## src/hdl/assert_macros.svh

```systemverilog
// Assertion helpers, clocked on clock and quiet while reset is high.
`ifndef ASSERT_MACROS_SVH
`define ASSERT_MACROS_SVH

// Same-cycle implication.
`define ASSERT_IMPLIES(lbl, a, b, msg) \
   lbl: assert property (@(posedge clock) disable iff (reset) (a) |-> (b)) else $error(msg);

// Next-cycle implication.
`define ASSERT_NEXT(lbl, a, b, msg) \
   lbl: assert property (@(posedge clock) disable iff (reset) (a) |=> (b)) else $error(msg);

`endif

```

## src/hdl/sti_pkg.sv

```systemverilog
package sti_pkg;

   // Request codes
   localparam logic REQ_INSERT = 1'b0;
   localparam logic REQ_LOOKUP = 1'b1;

   // Response status codes
   localparam logic [1:0] ST_OK      = 2'd0;
   localparam logic [1:0] ST_FULL    = 2'd1;
   localparam logic [1:0] ST_MISSING = 2'd2;

   // Result selection codes, controller to datapath
   localparam logic [1:0] RES_INSERTED = 2'd0;
   localparam logic [1:0] RES_FULL     = 2'd1;
   localparam logic [1:0] RES_FOUND    = 2'd2;
   localparam logic [1:0] RES_MISSING  = 2'd3;

   typedef struct packed {
      logic               req_type;
      logic signed [31:0] key;
   } req_item_type;

   typedef struct packed {
      logic [1:0] status;
      logic [5:0] slot;
      logic [6:0] entries;
   } rsp_item_type;

   typedef struct packed {
      logic       start;      // capture request, seed search bounds
      logic       rd_mid;     // read table at search midpoint
      logic       rd_prev;    // read table at pos - 1
      logic       srch_step;  // narrow search range from last compare
      logic       shift_wr;   // move read entry up to pos, pos--
      logic       key_wr;     // write key at pos, count++
      logic       result_ld;  // load response register
      logic [1:0] res_sel;
   } cmd_type;

   typedef struct packed {
      logic is_lookup;
      logic full;
      logic range_empty;
      logic pos_zero;
      logic key_lt_rd;
      logic key_gt_rd;
      logic out_free;
   } sts_type;

endpackage

```

## src/hdl/sti_ctrl.sv

```systemverilog
module sti_ctrl (
   input  logic             clock,
   input  logic             reset,
   input  logic             req_valid,
   output logic             req_stall,
   input  sti_pkg::sts_type sts,
   output sti_pkg::cmd_type cmd
);
   import sti_pkg::*;

   localparam logic [2:0] S_IDLE     = 3'd0;
   localparam logic [2:0] S_DISPATCH = 3'd1;
   localparam logic [2:0] S_INS_RD   = 3'd2;
   localparam logic [2:0] S_INS_CMP  = 3'd3;
   localparam logic [2:0] S_SRCH_RD  = 3'd4;
   localparam logic [2:0] S_SRCH_CMP = 3'd5;

   logic [2:0] state_ff;
   logic [2:0] state_in;

   assign req_stall = (state_ff != S_IDLE);

   always_comb begin
      cmd      = '0;
      state_in = state_ff;
      case (state_ff)
         S_IDLE: begin
            if (req_valid) begin
               cmd.start = 1'b1;
               state_in  = S_DISPATCH;
            end
         end
         S_DISPATCH: begin
            if (sts.is_lookup) begin
               state_in = S_SRCH_RD;
            end else if (sts.full) begin
               if (sts.out_free) begin
                  cmd.result_ld = 1'b1;
                  cmd.res_sel   = RES_FULL;
                  state_in      = S_IDLE;
               end
            end else begin
               state_in = S_INS_RD;
            end
         end
         S_INS_RD: begin
            if (sts.pos_zero) begin
               if (sts.out_free) begin
                  cmd.key_wr    = 1'b1;
                  cmd.result_ld = 1'b1;
                  cmd.res_sel   = RES_INSERTED;
                  state_in      = S_IDLE;
               end
            end else begin
               cmd.rd_prev = 1'b1;
               state_in    = S_INS_CMP;
            end
         end
         S_INS_CMP: begin
            if (sts.key_lt_rd) begin
               cmd.shift_wr = 1'b1;
               state_in     = S_INS_RD;
            end else if (sts.out_free) begin
               cmd.key_wr    = 1'b1;
               cmd.result_ld = 1'b1;
               cmd.res_sel   = RES_INSERTED;
               state_in      = S_IDLE;
            end
         end
         S_SRCH_RD: begin
            if (sts.range_empty) begin
               if (sts.out_free) begin
                  cmd.result_ld = 1'b1;
                  cmd.res_sel   = RES_MISSING;
                  state_in      = S_IDLE;
               end
            end else begin
               cmd.rd_mid = 1'b1;
               state_in   = S_SRCH_CMP;
            end
         end
         S_SRCH_CMP: begin
            if (sts.key_lt_rd || sts.key_gt_rd) begin
               cmd.srch_step = 1'b1;
               state_in      = S_SRCH_RD;
            end else if (sts.out_free) begin
               cmd.result_ld = 1'b1;
               cmd.res_sel   = RES_FOUND;
               state_in      = S_IDLE;
            end
         end
         default: begin
            state_in = S_IDLE;
         end
      endcase
   end

   always_ff @(posedge clock) begin
      if (reset) begin
         state_ff <= S_IDLE;
      end else begin
         state_ff <= state_in;
      end
   end

endmodule

```

## src/hdl/sti_dpath.sv

```systemverilog
module sti_dpath #(
   parameter int TABLE_DEPTH = 64,
   parameter int AW = $clog2(TABLE_DEPTH),
   parameter int CW = $clog2(TABLE_DEPTH + 1)
) (
   input  logic                  clock,
   input  logic                  reset,
   input  sti_pkg::req_item_type req_data,
   input  sti_pkg::cmd_type      cmd,
   output sti_pkg::sts_type      sts,
   output logic [CW-1:0]         count,
   output logic                  rsp_valid,
   input  logic                  rsp_stall,
   output sti_pkg::rsp_item_type rsp_data
);
   import sti_pkg::*;

   logic signed [31:0] key_store_ff [TABLE_DEPTH];

   logic               type_ff;
   logic signed [31:0] key_ff;
   logic signed [31:0] rd_data_ff;
   logic [CW-1:0]      count_ff;
   logic [CW-1:0]      lo_ff;
   logic [CW-1:0]      hi_ff;     // exclusive upper bound
   logic [CW-1:0]      pos_ff;
   logic               rsp_valid_ff;
   rsp_item_type       rsp_data_ff;
   rsp_item_type       rsp_data_in;

   logic [CW:0]        mid_sum;
   logic [CW-1:0]      mid;
   logic [CW-1:0]      pos_m1;
   logic               rd_en;
   logic [AW-1:0]      rd_addr;
   logic               wr_en;
   logic [AW-1:0]      wr_addr;
   logic signed [31:0] wr_data;

   // floor((lo + hi_incl) / 2) with hi_incl = hi - 1; only used when lo < hi
   assign mid_sum = {1'b0, lo_ff} + {1'b0, hi_ff} - {{CW{1'b0}}, 1'b1};
   assign mid     = mid_sum[CW:1];
   assign pos_m1  = pos_ff - {{(CW-1){1'b0}}, 1'b1};

   assign rd_en   = cmd.rd_mid | cmd.rd_prev;
   assign rd_addr = cmd.rd_mid ? mid[AW-1:0] : pos_m1[AW-1:0];
   assign wr_en   = cmd.shift_wr | cmd.key_wr;
   assign wr_addr = pos_ff[AW-1:0];
   assign wr_data = cmd.shift_wr ? rd_data_ff : key_ff;

   always_ff @(posedge clock) begin
      if (wr_en) begin
         key_store_ff[wr_addr] <= wr_data;
      end
   end

   always_ff @(posedge clock) begin
      if (rd_en) begin
         rd_data_ff <= key_store_ff[rd_addr];
      end
   end

   always_ff @(posedge clock) begin
      if (cmd.start) begin
         type_ff <= req_data.req_type;
         key_ff  <= req_data.key;
         lo_ff   <= '0;
         hi_ff   <= count_ff;
         pos_ff  <= count_ff;
      end else begin
         if (cmd.srch_step) begin
            if (key_ff > rd_data_ff) begin
               lo_ff <= mid + {{(CW-1){1'b0}}, 1'b1};
            end else begin
               hi_ff <= mid;
            end
         end
         if (cmd.shift_wr) begin
            pos_ff <= pos_m1;
         end
      end
   end

   always_ff @(posedge clock) begin
      if (reset) begin
         count_ff <= '0;
      end else if (cmd.key_wr) begin
         count_ff <= count_ff + {{(CW-1){1'b0}}, 1'b1};
      end
   end

   always_comb begin
      rsp_data_in = '0;
      case (cmd.res_sel)
         RES_INSERTED: begin
            rsp_data_in.status  = ST_OK;
            rsp_data_in.slot    = 6'(pos_ff);
            rsp_data_in.entries = 7'(count_ff + {{(CW-1){1'b0}}, 1'b1});
         end
         RES_FULL: begin
            rsp_data_in.status  = ST_FULL;
            rsp_data_in.entries = 7'(count_ff);
         end
         RES_FOUND: begin
            rsp_data_in.status  = ST_OK;
            rsp_data_in.slot    = 6'(mid);
            rsp_data_in.entries = 7'(count_ff);
         end
         default: begin
            rsp_data_in.status  = ST_MISSING;
            rsp_data_in.entries = 7'(count_ff);
         end
      endcase
   end

   always_ff @(posedge clock) begin
      if (reset) begin
         rsp_valid_ff <= 1'b0;
      end else if (cmd.result_ld) begin
         rsp_valid_ff <= 1'b1;
      end else if (!rsp_stall) begin
         rsp_valid_ff <= 1'b0;
      end
   end

   always_ff @(posedge clock) begin
      if (cmd.result_ld) begin
         rsp_data_ff <= rsp_data_in;
      end
   end

   assign sts.is_lookup   = (type_ff == REQ_LOOKUP);
   assign sts.full        = (count_ff == CW'(TABLE_DEPTH));
   assign sts.range_empty = (lo_ff >= hi_ff);
   assign sts.pos_zero    = (pos_ff == '0);
   assign sts.key_lt_rd   = (key_ff < rd_data_ff);
   assign sts.key_gt_rd   = (key_ff > rd_data_ff);
   assign sts.out_free    = !rsp_valid_ff || !rsp_stall;

   assign count     = count_ff;
   assign rsp_valid = rsp_valid_ff;
   assign rsp_data  = rsp_data_ff;

endmodule

```

## src/hdl/sorted_table_insert_search.sv

```systemverilog
// Lookup makes P table probes, P <= ceil(log2(N+1)), N = keys held; an insert
//   shifts the S larger entries up one slot each before writing its key; an insert
//   into a full table only returns the full status. A stalled response output delays the result.
// Throughput: one request in flight; the next is taken the cycle after the response loads.
// Reset: synchronous, clears the key count, controller and response valid;
//   the key table is not cleared (entries past the count are never read).
module sorted_table_insert_search #(
   parameter int TABLE_DEPTH = 64
) (
   input  logic                  clock,
   input  logic                  reset,
   input  logic                  req_valid,
   output logic                  req_stall,
   input  sti_pkg::req_item_type req_data,
   output logic                  rsp_valid,
   input  logic                  rsp_stall,
   output sti_pkg::rsp_item_type rsp_data
);
   import sti_pkg::*;

   localparam int AW = $clog2(TABLE_DEPTH);
   localparam int CW = $clog2(TABLE_DEPTH + 1);

   cmd_type       cmd;
   sts_type       sts;
   logic [CW-1:0] dp_count;

   // Controller: sequences insert (find slot by walking down, shifting larger
   // keys up one at a time, each after a registered table read) and lookup
   // (binary search, each probe waiting on the registered table read).
   sti_ctrl u_ctrl (
      .clock     (clock),
      .reset     (reset),
      .req_valid (req_valid),
      .req_stall (req_stall),
      .sts       (sts),
      .cmd       (cmd)
   );

   // Datapath: key table memory, search bounds, insert pointer, count and
   // the response register that decouples the result channel.
   sti_dpath #(
      .TABLE_DEPTH (TABLE_DEPTH),
      .AW          (AW),
      .CW          (CW)
   ) u_dpath (
      .clock     (clock),
      .reset     (reset),
      .req_data  (req_data),
      .cmd       (cmd),
      .sts       (sts),
      .count     (dp_count),
      .rsp_valid (rsp_valid),
      .rsp_stall (rsp_stall),
      .rsp_data  (rsp_data)
   );

`include "assert_macros.svh"

   // Key count never exceeds table depth.
   `ASSERT_IMPLIES(a_count_max, 1'b1, dp_count <= CW'(TABLE_DEPTH), "count past depth")

   // Count only holds or grows by one per cycle.
   `ASSERT_NEXT(a_count_step, 1'b1, (dp_count - $past(dp_count)) <= CW'(1), "count jump")

   // One request at a time: an accepted transfer stalls the input next cycle.
   `ASSERT_NEXT(a_one_inflight, req_valid && !req_stall, req_stall, "second request taken")

   // A result loads only when the response register is free or draining.
   `ASSERT_IMPLIES(a_load_free, cmd.result_ld, !rsp_valid || !rsp_stall, "response overwritten")

endmodule
```

## config.mk

```make
export PLATFORM = sky130hd
export DESIGN_NAME = sorted_table_insert_search
export DESIGN_NICKNAME = d
export VERILOG_FILES = /design/src/hdl/sti_pkg.sv /design/src/hdl/sti_ctrl.sv /design/src/hdl/sti_dpath.sv /design/src/hdl/sorted_table_insert_search.sv
export VERILOG_INCLUDE_DIRS = /design/src /design/src/hdl
export SDC_FILE = /design/constraint.sdc
export NUM_CORES = 2
export LEC_CHECK = 0
export BUFFER_PORTS_ARGS = -buffer_cell sky130_fd_sc_hd__buf_2
export CAP_MARGIN = 5
export CORE_MARGIN = 1
export CORE_UTILIZATION = 51
export CTS_CLUSTER_SIZE = 8
export DETAILED_ROUTE_END_ITERATION = 10
export PLACE_DENSITY = 0.66
export SLEW_MARGIN = 5
export SYNTH_ARGS = -nofsm -noshare
export SYNTH_HDL_FRONTEND = slang
export SYNTH_HIERARCHICAL = 1
export SYNTH_SLANG_ARGS = --single-unit
```

## constraint.sdc

```tcl
create_clock -name clock -period 12.95 [get_ports clock]
set_clock_uncertainty 0.05 [all_clocks]
set_input_delay 1.295 -clock clock [delete_from_list [all_inputs] [get_ports clock]]
set_output_delay 1.295 -clock clock [all_outputs]
set_load 0.03 [all_outputs]
```

* After elaboration in Yosys (flattened, before gate mapping)
Memories as Yosys holds them, arrays and structs flattened. A register that Yosys moved wholly into a read port is not among the register bits.
Cells that the tools add are included.
** Word-level totals
- Input port bits :: 37
- Output and inout bits :: 17
- Logic and storage cells :: 91
- Bits in writable memories :: 2048
- Memories :: 1
- Register bits :: 80
** Memories
- u_dpath.key_store_ff :: words 64, bits a word 32, read ports 1, clocked after Yosys merged registers in 1, write ports 1, line sti_dpath.sv:18 : logic signed [31:0] key_store_ff [TABLE_DEPTH];
** Cells by class
- Reductions and logical operators :: 13
- Add/sub/neg operators :: 5
- Equality and inequality tests :: 11
- Muxes and demuxes :: 45
- Bitwise logic cells :: 2
- Magnitude comparators :: 3
** Operators by type and width (count)
- 3-bit 2-to-1 mux :: 15
- 7-bit 2-to-1 mux :: 6
- 32-bit > comparator :: 1
- 32-bit < comparator :: 1
- 32-bit 2-to-1 mux :: 1
- 3-bit one-hot mux with 6 select lines :: 1
- 3-bit one-hot mux with 5 select lines :: 1
- 7-bit by 1-bit adder with 7-bit output, second input constant :: 2
- 1-bit 2-to-1 mux :: 14
- 4-bit 2-to-1 mux :: 3
- 6-bit one-hot mux with 2 select lines :: 1
- 7-bit by 7-bit adder with 8-bit output :: 1
- 8-bit by 1-bit subtractor with 8-bit output, second input constant :: 1
- 7-bit equality test, second input constant :: 1
- 7-bit >= comparator :: 1
- 7-bit zero test :: 1
- 7-bit by 1-bit subtractor with 7-bit output, second input constant :: 1
- 3-bit by 2-bit equality test with 1-bit output, second input constant :: 2
- 3-bit equality test, second input constant :: 2
- 6-bit 2-to-1 mux :: 1
- 2-bit inequality test, second input constant :: 2
- 2-bit one-hot mux with 2 select lines :: 1
- 2-bit AND reduction :: 2
- 2-bit nonzero test :: 2
- other kinds (12) :: 15

* Longest topological paths before layout
- Depth after elaboration :: 9
- Gate-level depth with buffers :: 20
- Mapped depth without buffers :: 16

* Hierarchy
The synthesis kept the hierarchy.
** By module, submodules not included
- sti_dpath :: instances 1, seq. area each 64622.0 sq um, cells each 3807, area an instance 85182.9 sq um
- sti_ctrl :: instances 1, seq. area each 60.1 sq um, cells each 48, area an instance 349.1 sq um

* Worst setup path before layout
Ideal clock, no wire load.
- Path type :: reg-to-reg
- From :: reg u_dpath.key_ff[14]
- To :: mem u_dpath.key_store_ff[40][0] (enable)
- Path slack :: 5703 ps
- Arrival :: 6694 ps
- Library setup time :: 503 ps
- Data required time :: 12397 ps
- Clock period less this slack :: 7247 ps
- Path buffers :: 1
- Stages on the path, launching flop included :: 14
- Cells stage by stage :: edfxtp_1 -> ha_1 -> a21oi_1 -> nand2_1 -> a221oi_2 -> o211ai_2 -> a2111oi_4 -> xnor2_1 -> nand2b_1 -> a211oi_1 -> or2_2 -> clkbuf_1 -> nand4b_1 -> nor4_1
** RTL lines
- from (decl) :: line sti_dpath.sv:21 : logic signed [31:0] key_ff;
- from (signal assigned) :: line sti_dpath.sv:66 : key_ff <= req_data.key;
- to (decl) :: line sti_dpath.sv:18

==> results.py <==
metrics = {
    "floorplanning": {
        "core_region_area_um2": 166000,
        "row_count": 149,
        "num_io_pins": 54,
        "initial_core_util_pct": 51.6,
        "dieHeight_um": 412,
        "die_w_um": 412,
        "dieArea_um2": 169000,
    },
    "global_routing": {
        "grt_pass1_wl_um": 286000,
        "grt_pass1_vias": 40700,
        "grt_overflow": 0,
        "grt.total_usage_pct": 23.7,
        "antenna_found_initial": 7,
        "grt_start_max_net_pins": 150,
    },
    "timing": {
        "setup_viol": 0,
        "relSlewSlack_pct": 9.12,
        "tightest_slew_ps": 1360,
        "fmax_mhz": 143,
        "fin_tns_setup_ps": 0,
        "drv_slew": 0,
        "rsz0062_at_grt": "no",
        "min_period_ps": 6980,
        "min_period_over_period_pct": 53.9,
        "hold_violations": 0,
    },
    "clocking": {
        "clk_latency_ps": 930,
        "clockBufferDepth": 4,
        "post_cts.repair.setup_buffers": 0,
        "clkTransAtPathRegs_ps": 50,
        "clock-sinks": 2160,
        "numCtsBuffers": 319,
        "post_cts_resized": 0,
        "cts_hold_buf": 0,
        "root_buffer": "clkbuf_16",
        "htreeDepth": 5,
        "tritoncts": "done",
    },
    "hold_path": {
        "hp-start": "u_dpath/lo_ff[1]",
        "hold_class": "reg -> reg",
    },
    "pwr": {
        "ir_drop_mv": 0.221,
        "leakage_nw": 31.9,
        "power_density_nw_per_um2": 196,
        "power.total_mw": 19.0,
    },
    "drt": {
        "vias_per_cell": 6.23,
        "ant_nets": 0,
        "routedWlPerCell_um": 31.1,
        "drc": 0,
        "dr.pass1.iters": 5,
        "num_vias": 39600,
        "finalWirelength_um": 198000,
        "drt-initial-drc-count": 4197,
    },
    "final_layout": {
        "antenna_cells": 0,
        "area_growth_pct": 13.6,
        "fin_nets": 4236,
        "drive_above_1_share_pct": 27.3,
    },
    "synth": {
        "synth_fp_nets": 3950,
        "synth-seq-cells": 2160,
        "ys_seq_area_share_pct": 75.6,
        "netlist_instances": 3855,
        "synthArstFlopShare_pct": 0,
        "ys.flop_type": "edfxtp_1",
        "syn_area_um2": 85500,
        "ys_warn_count": 6,
        "synth_cell_types": 64,
        "synth_edf_count": 2142,
        "avgSynthCellArea_um2": 22.2,
    },
    "critical_path": {
        "crit_path_start": "u_dpath/key_ff[19]",
        "cp-end-kind": "register",
        "reg2reg_from": "u_dpath/key_ff[19]",
        "arrival_ps": 7450,
        "crit_path_max_fanout": 27,
        "path_class": "reg -> reg",
        "critPathLaunchType": "register",
        "crit_required_ps": 13410,
    },
    "flow_run": {
        "max_cap_violations": 0,
    },
    "status": {
        "status": "completed",
    },
    "placed_design": {
        "hpwl_um": 107000,
        "port_buffers": 53,
        "globalplace.congestion": 0.857,
    },
}
cell families (layout without fill, tap and decap cells):
group                      Yosys count  in the layout  synth area share (%)
DFF                               2160           2160                  75.6
muxes                             1052           1052                  19.9
buffers and inverters              269            582                  1.58
and+or+nand+nor                    225            225                  1.24
AOI/OAI and AO/OA                   66             66                 0.528
adders and majority gates           58             58                 0.857
xor gates and xnor gates            25             25                 0.256
report_power, final:
part / internal (mW) / leakage (nW) / switching [mW]
sequential: 7.92 / 19.4 / 0.0522
combinational: 1.60 / 8.38 / 2.35
clock: 4.38 / 4.06 / 2.70
total: 13.9 / 31.9 / 5.10
flip-flops by register name (all words and copies together) (netlist names):
register and flops:
u_ctrl/state_ff 3, u_dpath/count 7, u_dpath/hi_ff 7, u_dpath/key_ff 32, u_dpath/key_store_ff 2048, u_dpath/lo_ff 7, u_dpath/pos_ff 7, u_dpath/rd_data_ff 32
u_dpath/rsp_data 15, u_dpath/rsp_valid 1, u_dpath/type_ff 1
worst max-delay path, stage by stage, from the launching register on:
cell and delay, ps:
edfxtp_1 390, ha_1 340, a21oi_1 120, o21ai_0 110, a221oi_1 840, nor3_1 260
a2111oi_4 540, xnor2_1 280, nand2b_1 240, a211oi_1 830, or2_2 430, nand4b_1 990
nor2_4 580, buf_4 480
final cells by class:
class                           count  area, µm²
Clock buffer                      342       8180
Clock inverter                      6        104
Fill cell                       11600      68600
Inverter                           74        278
Multi-Input combinational cell   1426      20100
Sequential cell                  2160      64700
Tap cell                         2189       2740
Timing Repair Buffer              160       1140
per-layer routing:
metal / up-vias / routed length [µm] / global-route usage, %
li1: 16500 / - / -
met1: 21200 / 80600 / 32.6
met2: 1648 / 93400 / 36.5
met3: 284 / 19100 / 7.43
met4: 8 / 4620 / 7.04
met5: - / 48 / 0
worst paths after layout:
path / endpoint / slack [ps] / cells past startpoint
worst min register to register: u_dpath/lo_ff[1] / 430 / 2
worst max register to register: u_dpath/key_store_ff[45][5] / 5970 / 13
worst max-delay path: u_dpath/key_store_ff[45][5] / 5970 / 13
worst min-delay path: u_dpath/lo_ff[1] / 430 / 2
synthesized netlist by cell type (all sizes together) (2+ instances only):
library cell | n | area, µm²
and4 | 2 | 17.5
nand3 | 12 | 60.1
xor2 | 12 | 105
a221oi | 2 | 23.8
nor2 | 105 | 394
nor4 | 5 | 31.3
nand4 | 9 | 56.3
nand2 | 40 | 150
mux2 | 47 | 552
nor2b | 4 | 25.0
nand2b | 11 | 68.8
mux2i | 493 | 4950
o21ai | 18 | 93.8
clkbuf | 32 | 120
nor4b | 2 | 17.5
or3 | 6 | 42.5
a21o | 3 | 22.5
nand4b | 3 | 26.3
and2 | 2 | 12.5
o211ai | 2 | 20.0
nor3b | 5 | 42.5
ha | 57 | 713
inv | 74 | 278
o22ai | 2 | 12.5
xnor2 | 13 | 114
dfxtp | 18 | 360
a21oi | 24 | 124
buf | 163 | 952
o21bai | 2 | 26.3
mux4 | 512 | 11500
edfxtp | 2142 | 64300
a211oi | 3 | 22.5
or3b | 2 | 17.5
and3 | 3 | 18.8
nor3 | 9 | 45.0
or2 | 3 | 18.8
metrics by stage:
| step | hold slack, ps | utilization (%) | instances | cell area (µm²) | setup WS (ps) |
|---|---|---|---|---|---|
| 6_report | 433 | 58.6 | 6357 | 97200 | 5970 |
| 3_5_place_dp | 426 | 53.6 | 6009 | 88900 | 6250 |
| 3_3_place_gp | 424 | 53.6 | 6009 | 88900 | 6440 |
| 4_1_cts | 433 | 58.6 | 6357 | 97200 | 6220 |
| 5_1_grt | 472 | 58.6 | 6357 | 97200 | 5620 |
| 2_1_floorplan | 402 | - | 3855 | 85500 | 5700 |
cell usage in the layout, fill, tap and decap left out, drive strengths merged, types with 5 or more instances in the layout:
cell type  Yosys  layout
edfxtp      2142    2142
mux4         512     512
mux2i        493     493
clkbuf        32     342
buf          163     160
nor2         105     105
inv           74      75
ha            57      57
mux2          47      47
nand2         40      40
a21oi         24      24
dfxtp         18      18
o21ai         18      18
xnor2         13      13
xor2          12      12
nand3         12      12
nand2b        11      11
nand4          9       9
nor3           9       9
or3            6       6
clkinv         0       5
nor4           5       5
nor3b          5       5
No activity file was read; power rests on OpenSTA's default activity.
